### config.mk
export PLATFORM = sky130hd
export DESIGN_NAME = page_translation_cache_promote_core
export DESIGN_NICKNAME = d
export VERILOG_FILES = /design/src/design/ptcp_pkg.sv /design/src/design/page_translation_cache_promote_core.sv /design/src/design/ptcp_ctrl.sv /design/src/design/ptcp_dpath.sv
export SDC_FILE = /design/constraint.sdc
export NUM_CORES = 2
export LEC_CHECK = 0
export BUFFER_PORTS_ARGS = -buffer_cell sky130_fd_sc_hd__buf_2
export CAP_MARGIN = 20
export CORE_AREA = 2 2 736 372
export DETAILED_ROUTE_END_ITERATION = 10
export DIE_AREA = 0 0 738 374
export SLEW_MARGIN = 15
export SYNTH_ARGS = -nofsm -noshare
export SYNTH_HDL_FRONTEND = slang
export SYNTH_SLANG_ARGS = --single-unit
### constraint.sdc
create_clock -name clk -period 8.3 [get_ports clk]
set_input_delay 2.075 -clock clk [delete_from_list [all_inputs] [get_ports clk]]
set_output_delay 2.075 -clock clk [all_outputs]
set_load 0.02 [all_outputs]
### src/design/ptcp_pkg.sv
// ----------------------------------------------------------------------------
// ptcp_pkg
// Beat types, field widths and controller/datapath handshake structs.
// ----------------------------------------------------------------------------
`timescale 1ns / 1ps

package ptcp_pkg;

	localparam int ADDR_W   = 64;
	localparam int OFFSET_W = 12;
	localparam int PAGE_W   = 52;

	typedef struct packed {
		logic              kind;
		logic [ADDR_W-1:0] virt_addr;
		logic              write_access;
		logic [PAGE_W-1:0] host_page_base;
	} req_beat_t;

	typedef struct packed {
		logic              hit;
		logic [ADDR_W-1:0] host_addr;
	} rsp_beat_t;

	localparam logic KIND_LOOKUP = 1'b0;
	localparam logic KIND_FILL   = 1'b1;

	typedef struct packed {
		logic accept;
		logic scan;
		logic hold_hit;
		logic swap_rd;
		logic swap_a;
		logic swap_b;
		logic fill;
		logic out_load;
	} cmd_t;

	typedef struct packed {
		logic req_fill;
		logic hit;
		logic promote;
		logic miss_end;
		logic out_busy;
	} stat_t;

endpackage

### src/design/page_translation_cache_promote_core.sv
// ----------------------------------------------------------------------------
// page_translation_cache_promote_core
// Fully associative page translation cache with rotating insert pointer and
// promotion of far hits to the slot just before the pointer.
//
//   channel | signals                     | beat
//   --------+-----------------------------+---------------------------------
//   req     | req_valid, req_stall, req   | lookup or fill request
//   rsp     | rsp_valid, rsp_stall, rsp   | hit flag and host address
//
// Fill: accept, write of the slot before the pointer, result load. Lookup:
// scan, a swap (read, two writes) for a hit at step PROMOTE_DISTANCE or more,
// result load. The scan reads one entry of the entry memory per cycle.
// Reset clears valid bits and the insert pointer; entry contents are not reset.
// A stalled result holds in the output register while the next beat is taken.
// ----------------------------------------------------------------------------
`timescale 1ns / 1ps

module page_translation_cache_promote_core
	import ptcp_pkg::*;
#(
	parameter int ENTRIES          = 16,
	parameter int PROMOTE_DISTANCE = 3
) (
	input  logic      clk,
	input  logic      arst_n,
	input  logic      req_valid,
	output logic      req_stall,
	input  req_beat_t req,
	output logic      rsp_valid,
	input  logic      rsp_stall,
	output rsp_beat_t rsp
);

	cmd_t  cmd;
	stat_t stat;

	ptcp_ctrl u_ctrl (
		.clk       (clk),
		.arst_n    (arst_n),
		.req_valid (req_valid),
		.req_stall (req_stall),
		.stat      (stat),
		.cmd       (cmd)
	);

	ptcp_dpath #(
		.ENTRIES          (ENTRIES),
		.PROMOTE_DISTANCE (PROMOTE_DISTANCE)
	) u_dpath (
		.clk       (clk),
		.arst_n    (arst_n),
		.req       (req),
		.cmd       (cmd),
		.stat      (stat),
		.rsp_valid (rsp_valid),
		.rsp_stall (rsp_stall),
		.rsp       (rsp)
	);

endmodule

### src/design/ptcp_ctrl.sv
// ----------------------------------------------------------------------------
// ptcp_ctrl
// Sequencer for accept, circular scan, promotion swap, fill and result load.
// ----------------------------------------------------------------------------
`timescale 1ns / 1ps

module ptcp_ctrl
	import ptcp_pkg::*;
(
	input  logic  clk,
	input  logic  arst_n,
	input  logic  req_valid,
	output logic  req_stall,
	input  stat_t stat,
	output cmd_t  cmd
);

	typedef enum logic [2:0] {
		ST_IDLE,
		ST_SCAN,
		ST_FILL,
		ST_SWAP_RD,
		ST_SWAP_A,
		ST_SWAP_B,
		ST_DONE
	} state_t;

	state_t state_q;
	state_t state_d;
	logic   busy_q;

	always_comb begin
		cmd     = '0;
		state_d = state_q;
		case (state_q)
			ST_IDLE: begin
				if (req_valid) begin
					cmd.accept = 1'b1;
					state_d    = (stat.req_fill == KIND_FILL) ? ST_FILL : ST_SCAN;
				end
			end
			ST_SCAN: begin
				if (stat.hit) begin
					cmd.hold_hit = 1'b1;
					state_d      = stat.promote ? ST_SWAP_RD : ST_DONE;
				end else if (stat.miss_end) begin
					state_d = ST_DONE;
				end else begin
					cmd.scan = 1'b1;
				end
			end
			ST_FILL: begin
				cmd.fill = 1'b1;
				state_d  = ST_DONE;
			end
			ST_SWAP_RD: begin
				cmd.swap_rd = 1'b1;
				state_d     = ST_SWAP_A;
			end
			ST_SWAP_A: begin
				cmd.swap_a = 1'b1;
				state_d    = ST_SWAP_B;
			end
			ST_SWAP_B: begin
				cmd.swap_b = 1'b1;
				state_d    = ST_DONE;
			end
			ST_DONE: begin
				if (!stat.out_busy) begin
					cmd.out_load = 1'b1;
					state_d      = ST_IDLE;
				end
			end
			default: begin
				state_d = ST_IDLE;
			end
		endcase
	end

	always_ff @(posedge clk or negedge arst_n) begin
		if (!arst_n) begin
			state_q <= ST_IDLE;
			busy_q  <= 1'b0;
		end else begin
			state_q <= state_d;
			busy_q  <= (state_d != ST_IDLE);
		end
	end

	assign req_stall = busy_q;

endmodule

### src/design/ptcp_dpath.sv
// ----------------------------------------------------------------------------
// ptcp_dpath
// Entry memory, valid bits, insert pointer, scan compare and result register.
// ----------------------------------------------------------------------------
`timescale 1ns / 1ps

module ptcp_dpath
	import ptcp_pkg::*;
#(
	parameter int ENTRIES          = 16,
	parameter int PROMOTE_DISTANCE = 3
) (
	input  logic      clk,
	input  logic      arst_n,
	input  req_beat_t req,
	input  cmd_t      cmd,
	output stat_t     stat,
	output logic      rsp_valid,
	input  logic      rsp_stall,
	output rsp_beat_t rsp
);

	localparam int IW = $clog2(ENTRIES);
	localparam int CW = $clog2(ENTRIES + 1);

	typedef struct packed {
		logic              writable;
		logic [PAGE_W-1:0] tag;
		logic [PAGE_W-1:0] host;
	} entry_t;

	entry_t            mem [ENTRIES];
	entry_t            rdata_s1;
	entry_t            hit_ent_q;
	entry_t            wr_data;
	req_beat_t         req_q;
	rsp_beat_t         rsp_q;
	logic [ENTRIES-1:0] valid_q;
	logic [IW-1:0]     ptr_q;
	logic [IW-1:0]     idx_q;
	logic [IW-1:0]     idx_s1;
	logic [IW-1:0]     step_s1;
	logic [IW-1:0]     hit_idx_q;
	logic [IW-1:0]     slot;
	logic [IW-1:0]     wr_addr;
	logic [IW-1:0]     rd_addr;
	logic [CW-1:0]     iss_q;
	logic              live_s1;
	logic              vbit_s1;
	logic              hit_q;
	logic              rsp_valid_q;
	logic              rd_en;
	logic              we;
	logic              issue;
	logic              hit_now;
	logic [PAGE_W-1:0] vpage;

	assign vpage = req_q.virt_addr[ADDR_W-1:OFFSET_W];
	assign slot  = (ptr_q == '0) ? IW'(ENTRIES - 1) : ptr_q - IW'(1);
	assign issue = cmd.scan && (iss_q < CW'(ENTRIES));

	assign hit_now = live_s1 && vbit_s1 && (rdata_s1.tag == vpage)
		&& (rdata_s1.writable || !req_q.write_access);

	always_comb begin
		stat          = '0;
		stat.req_fill = req.kind;
		stat.hit      = hit_now;
		stat.promote  = (32'(step_s1) >= PROMOTE_DISTANCE);
		stat.miss_end = live_s1 && !hit_now && (step_s1 == IW'(ENTRIES - 1));
		stat.out_busy = rsp_valid_q && rsp_stall;
	end

	always_comb begin
		rd_en   = issue || cmd.swap_rd;
		rd_addr = cmd.swap_rd ? slot : idx_q;
		we      = 1'b0;
		wr_addr = slot;
		wr_data = hit_ent_q;
		if (cmd.swap_a) begin
			we = 1'b1;
		end
		if (cmd.swap_b) begin
			we      = 1'b1;
			wr_addr = hit_idx_q;
			wr_data = rdata_s1;
		end
		if (cmd.fill) begin
			we               = 1'b1;
			wr_data.writable = req_q.write_access;
			wr_data.host     = req_q.host_page_base;
			wr_data.tag      = vpage;
		end
	end

	always_ff @(posedge clk) begin
		if (we) begin
			mem[wr_addr] <= wr_data;
		end
		if (rd_en) begin
			rdata_s1 <= mem[rd_addr];
		end
	end

	always_ff @(posedge clk) begin
		if (cmd.accept) begin
			req_q <= req;
		end
		if (issue) begin
			idx_s1  <= idx_q;
			step_s1 <= iss_q[IW-1:0];
			vbit_s1 <= valid_q[idx_q];
		end
		if (cmd.hold_hit) begin
			hit_ent_q <= rdata_s1;
			hit_idx_q <= idx_s1;
		end
		if (cmd.out_load) begin
			rsp_q.hit       <= hit_q;
			rsp_q.host_addr <= hit_q ? {hit_ent_q.host, req_q.virt_addr[OFFSET_W-1:0]}
				: '0;
		end
	end

	always_ff @(posedge clk or negedge arst_n) begin
		if (!arst_n) begin
			valid_q     <= '0;
			ptr_q       <= '0;
			idx_q       <= '0;
			iss_q       <= '0;
			live_s1     <= 1'b0;
			hit_q       <= 1'b0;
			rsp_valid_q <= 1'b0;
		end else begin
			live_s1 <= issue;
			if (cmd.accept) begin
				idx_q <= ptr_q;
				iss_q <= '0;
				hit_q <= 1'b0;
			end else if (issue) begin
				idx_q <= (idx_q == IW'(ENTRIES - 1)) ? '0 : idx_q + IW'(1);
				iss_q <= iss_q + CW'(1);
			end
			if (cmd.hold_hit) begin
				hit_q <= 1'b1;
			end
			if (cmd.swap_b) begin
				valid_q[hit_idx_q] <= valid_q[slot];
				valid_q[slot]      <= 1'b1;
				ptr_q              <= slot;
			end
			if (cmd.fill) begin
				valid_q[slot] <= 1'b1;
				ptr_q         <= slot;
			end
			if (cmd.out_load) begin
				rsp_valid_q <= 1'b1;
			end else if (!rsp_stall) begin
				rsp_valid_q <= 1'b0;
			end
		end
	end

	assign rsp_valid = rsp_valid_q;
	assign rsp       = rsp_q;

endmodule

==> run summary <==
The flow ran to the end, and the final reports show no timing, DRC or antenna violations. The master cell of the clock root buffer is sky130_fd_sc_hd__clkbuf_16. After detailed routing, the number of remaining DRC violations is 0. The pin count of the biggest net entering global routing is 114. The worst hold path terminates at u_dpath.hit_idx_q[0]. The mean area per synthesized cell is 20.60 sq um. The top-area cell type share of the netlist area came out at 77.74%. The total global routing overflow came out at 0. The maximum clock path buffer count is 4.

The initial antenna violation count was 24. The starting utilization of the core area is 29.89%. Counting instances, the worst hold path has a depth of 0.

The count of endpoints failing setup in the final report came out at 0. In the synthesized netlist the dominant register cell turns out to be sky130_fd_sc_hd__edfxtp_1. The die covers 0.2760 sq mm.

The final antenna-violating net count is 0. The total clock sinks is 2121. IR analysis of the VDD net gives a maximum drop of 0.0004208 V. The detailed router finished its first iteration with 5606 violations.

The fraction of registers with async set/reset came out at 1.697%. The cell type with the largest total area after synthesis is sky130_fd_sc_hd__edfxtp_1. Of the total power, combinational logic draws 31.9%.

The die extent in x came out at 738 um. The TritonCTS buffer count came out at 184. For this design the static power due to leakage is 29.00 nW. In this run the worst path has a maximum fanout of 56. The max-capacitance violation count is 0. The via count came out at 40452. For this run, the share of the core covered by cells in the final layout is 33.98%.

The unique cell type count in the Yosys netlist is 64. The post-synthesis cell count is 3909. The clock power share is 22.9%. The path class of the tightest hold or removal check is reg2reg. The endpoint kind of the worst setup timing path is a register. The final max-slew violation count is 0. The source-to-sink clock delay at the later pin of the worst-skew pair came out at 850 ps.

The number of vias per cell after detailed routing came out at 5.105. The number of core rows came out at 135. The depth of the most critical reg-to-reg path came out at 9. The average routed wire per standard cell came out at 27.14 um. The count of placed standard cells in the final layout, fillers left out came out at 7924.

sky130_fd_sc_hd__edfxtp_1 is the most common cell in the netlist. The final-report hold violation count is 0. Counting every net in the synthesized netlist gives 4038. The routed length on met3 is 23290 um.

The slew of the pin with the lowest slew margin is 1131 ps. The setup fix buffers added after clock tree synthesis is 0. The growth of design area from synthesis to finish came out at 13.66%. The accumulated negative setup slack came out at 0 ps. By count the netlist is led by sky130_fd_sc_hd__edfxtp_1 (2085), sky130_fd_sc_hd__nand2_1 (520), sky130_fd_sc_hd__mux4_2 (428). The number of global-route vias before repair is 39452.

Ranked by total cell area, the synthesized netlist is headed by sky130_fd_sc_hd__edfxtp_1 (78%), sky130_fd_sc_hd__mux4_2 (12%), sky130_fd_sc_hd__nand2_1 (2.4%). After clock tree synthesis, the flow added hold-fix buffers numbering 0. The worst setup slack for register-to-register paths is 2820 ps. The first-pass GRT wire length came out at 301400 um. Sequential cells were found to cover 78.86% of the synthesized design area. The total number of nets in the final design is 4275.

The die boundary height is 374 um. Cell internal power was estimated by the tool at 24.34 mW. The post-synthesis register bit count came out at 2121. The netlist area before placement is 0.08054 sq mm. The worst setup path is launched from a register. In this run the power density over the cells is 401.1 mW/mm^2. The number of top-level pins came out at 189. The clock skew after layout is 92.77 ps.

The met1 wire length came out at 99040 um. The critical path in this run is classified as reg2reg. The total of buffers placed on input and output ports is 188.

For this design the total switching power over the nets is 12.38 mW. The number of gates resized after CTS was 0. The number of synthesis warnings is 0. Registers are responsible for 45.3% of the overall power. The relative slew slack is 23.90%. The switching power share of the total came out at 33.71%. The achievable frequency came out at 0.1824 GHz. Of the cells placed in the final design, the portion with a size suffix greater than 1 is 22.22%. The first-pass detailed-route iteration total came out at 5.

The post-placement cell count is 7590. The final critical path takes up 66.06% of the cycle. Data on the critical path is required at its endpoint by 8690 ps. The total length of routed met2 wires is 89440 um. Setup repair after global routing left no endpoint under its margin. The global-route total usage across every layer is 15.15%. Routed signal wires occupy layers up through met5. The core region area is 0.2694 sq mm. Wires add up to 215000 um. The detailed-placement wirelength estimate is 112700 um. The count of H-tree levels built during CTS came out at 4. The clock period minus final worst setup slack is 5483 ps.

The number of enable-type register cells in the synthesized netlist came out at 2085. The CTS tree is yes. The worst register-to-register path ends at u_dpath.rdata_s1[96]. The worst hold path begins at u_dpath.idx_s1[0]. STA puts the critical path data arrival time at 5870 ps.

The routability-driven placement congestion ratio came out at 0.7475. Clock-pin slew was measured on the worst setup and hold paths at 70 ps. In this run the critical register-to-register path is launched from u_dpath.req_q[94].
==> logic make-up after synthesis <==
| family | share of synthesized area (%) |
|---|---|
| buffers and inverters | 1.574 |
| AO/OA/AOI/OAI | 3.022 |
| flip-flops | 78.86 |
| adder cells (fa/ha/maj) | 0.1087 |
| AND/OR/NAND/NOR | 3.854 |
| XOR/XNOR | 0.4567 |
| multiplexers | 12.13 |
==> critical path, cell delays in order (launching register included) <==
cell,delay [ps]
sky130_fd_sc_hd__edfxtp_1,410
sky130_fd_sc_hd__xor2_1,190
sky130_fd_sc_hd__nor4_1,960
sky130_fd_sc_hd__nand4_1,200
sky130_fd_sc_hd__nor4_2,540
sky130_fd_sc_hd__nand3_1,680
sky130_fd_sc_hd__nand2_2,460
sky130_fd_sc_hd__nand2_4,400
sky130_fd_sc_hd__buf_4,450
sky130_fd_sc_hd__buf_4,470
==> cells in the final DEF (no fill, tap or decap), types with 3 or more instances in the layout <==
master,n
sky130_fd_sc_hd__a21oi_1,10
sky130_fd_sc_hd__a22o_1,3
sky130_fd_sc_hd__a22oi_1,120
sky130_fd_sc_hd__a31oi_1,107
sky130_fd_sc_hd__and2_1,67
sky130_fd_sc_hd__and3_1,33
sky130_fd_sc_hd__buf_12,22
sky130_fd_sc_hd__buf_2,188
sky130_fd_sc_hd__buf_4,43
sky130_fd_sc_hd__bufinv_16,14
sky130_fd_sc_hd__clkbuf_1,45
sky130_fd_sc_hd__clkbuf_16,187
sky130_fd_sc_hd__clkinv_1,57
sky130_fd_sc_hd__clkinv_2,16
sky130_fd_sc_hd__dfrtp_1,35
sky130_fd_sc_hd__diode_2,5
sky130_fd_sc_hd__edfxtp_1,2085
sky130_fd_sc_hd__ha_1,7
sky130_fd_sc_hd__inv_1,19
sky130_fd_sc_hd__inv_6,7
sky130_fd_sc_hd__mux2i_1,5
sky130_fd_sc_hd__mux4_2,428
sky130_fd_sc_hd__nand2_1,518
sky130_fd_sc_hd__nand2b_1,6
sky130_fd_sc_hd__nand3_1,11
sky130_fd_sc_hd__nand4_1,4
sky130_fd_sc_hd__nor2_1,14
sky130_fd_sc_hd__nor2_4,20
sky130_fd_sc_hd__nor3_1,6
sky130_fd_sc_hd__nor4_1,8
sky130_fd_sc_hd__o21a_1,3
sky130_fd_sc_hd__o21ai_0,23
sky130_fd_sc_hd__o22ai_1,77
sky130_fd_sc_hd__o2bb2ai_1,3
sky130_fd_sc_hd__or3_1,3
sky130_fd_sc_hd__xnor2_1,11
sky130_fd_sc_hd__xor2_1,31
==> final cells by class <==
cell class              count  area [sq um]
clock inverters            97         799.5
clock buffers             232          4848
flip-flops and latches   2121         63510
fillers                 25155        177900
well taps                3630          4542
inverters                  21         83.83
diodes                      5         12.51
multi-input cells        1564         16010
repair buffers            254          1732
==> layer usage <==
| layer | GRT usage (%) | vias to the layer above |
|---|---|---|
| met2 | 20.99 | 2127 |
| li1 | - | 16426 |
| met5 | 0.3463 | - |
| met1 | 23.81 | 21662 |
| met3 | 4.081 | 233 |
| met4 | 2.549 | 4 |
==> flip-flops by register name, indices dropped and copies added, names as in the netlist, 3 cells and up <==
name,cells
u_dpath.mem,1680
u_dpath.req_q,117
u_dpath.hit_ent_q,105
u_dpath.rdata_s1,105
u_dpath.rsp,65
u_dpath.valid_q,16
u_dpath.iss_q,5
u_dpath.hit_idx_q,4
u_dpath.idx_q,4
u_dpath.idx_s1,4
u_dpath.ptr_q,4
u_dpath.step_s1,4
u_ctrl.state_q,3
==> power by group through the flow <==
stage,Combinational [mW],Sequential [mW],Clock (mW)
6_report,11.7,16.6,8.39
5_1_grt,12.5,16.8,9.00
4_1_cts,11.8,16.6,8.57
3_5_place_dp,11.7,16.8,0
3_3_place_gp,11.5,16.7,0
2_1_floorplan,7.63,16.8,0
==> worst max-delay path by stage <==
stage	to	from	cells after the start	slack, ps
global route	u_dpath.rdata_s1[89]	u_dpath.req_q[94]	9	2720
global placement	u_dpath.rdata_s1[72]	u_dpath.req_q[94]	9	3170
CTS	u_dpath.rdata_s1[95]	u_dpath.req_q[94]	9	2980
finish	u_dpath.rdata_s1[96]	u_dpath.req_q[94]	9	2820
detailed placement	u_dpath.rdata_s1[89]	u_dpath.req_q[94]	9	3060
floorplan	u_dpath.rsp[0]	rsp_stall	2	840
==> per-stage QoR <==
| step | cell area (sq um) | hold WS, ps | setup slack, ps | total power, mW |
|---|---|---|---|---|
| after global routing | 91540 | 426.3 | 2723 | 38.29 |
| final | 91540 | 421.2 | 2817 | 36.71 |
| after detailed placement | 85880 | 405.4 | 3059 | 28.55 |
| after CTS | 91530 | 420.3 | 2984 | 36.93 |
| after floorplan | 80540 | 400.3 | 841.0 | 24.46 |
| after global placement | 85850 | 402.4 | 3175 | 28.26 |
(Power assumes the default switching activity.)
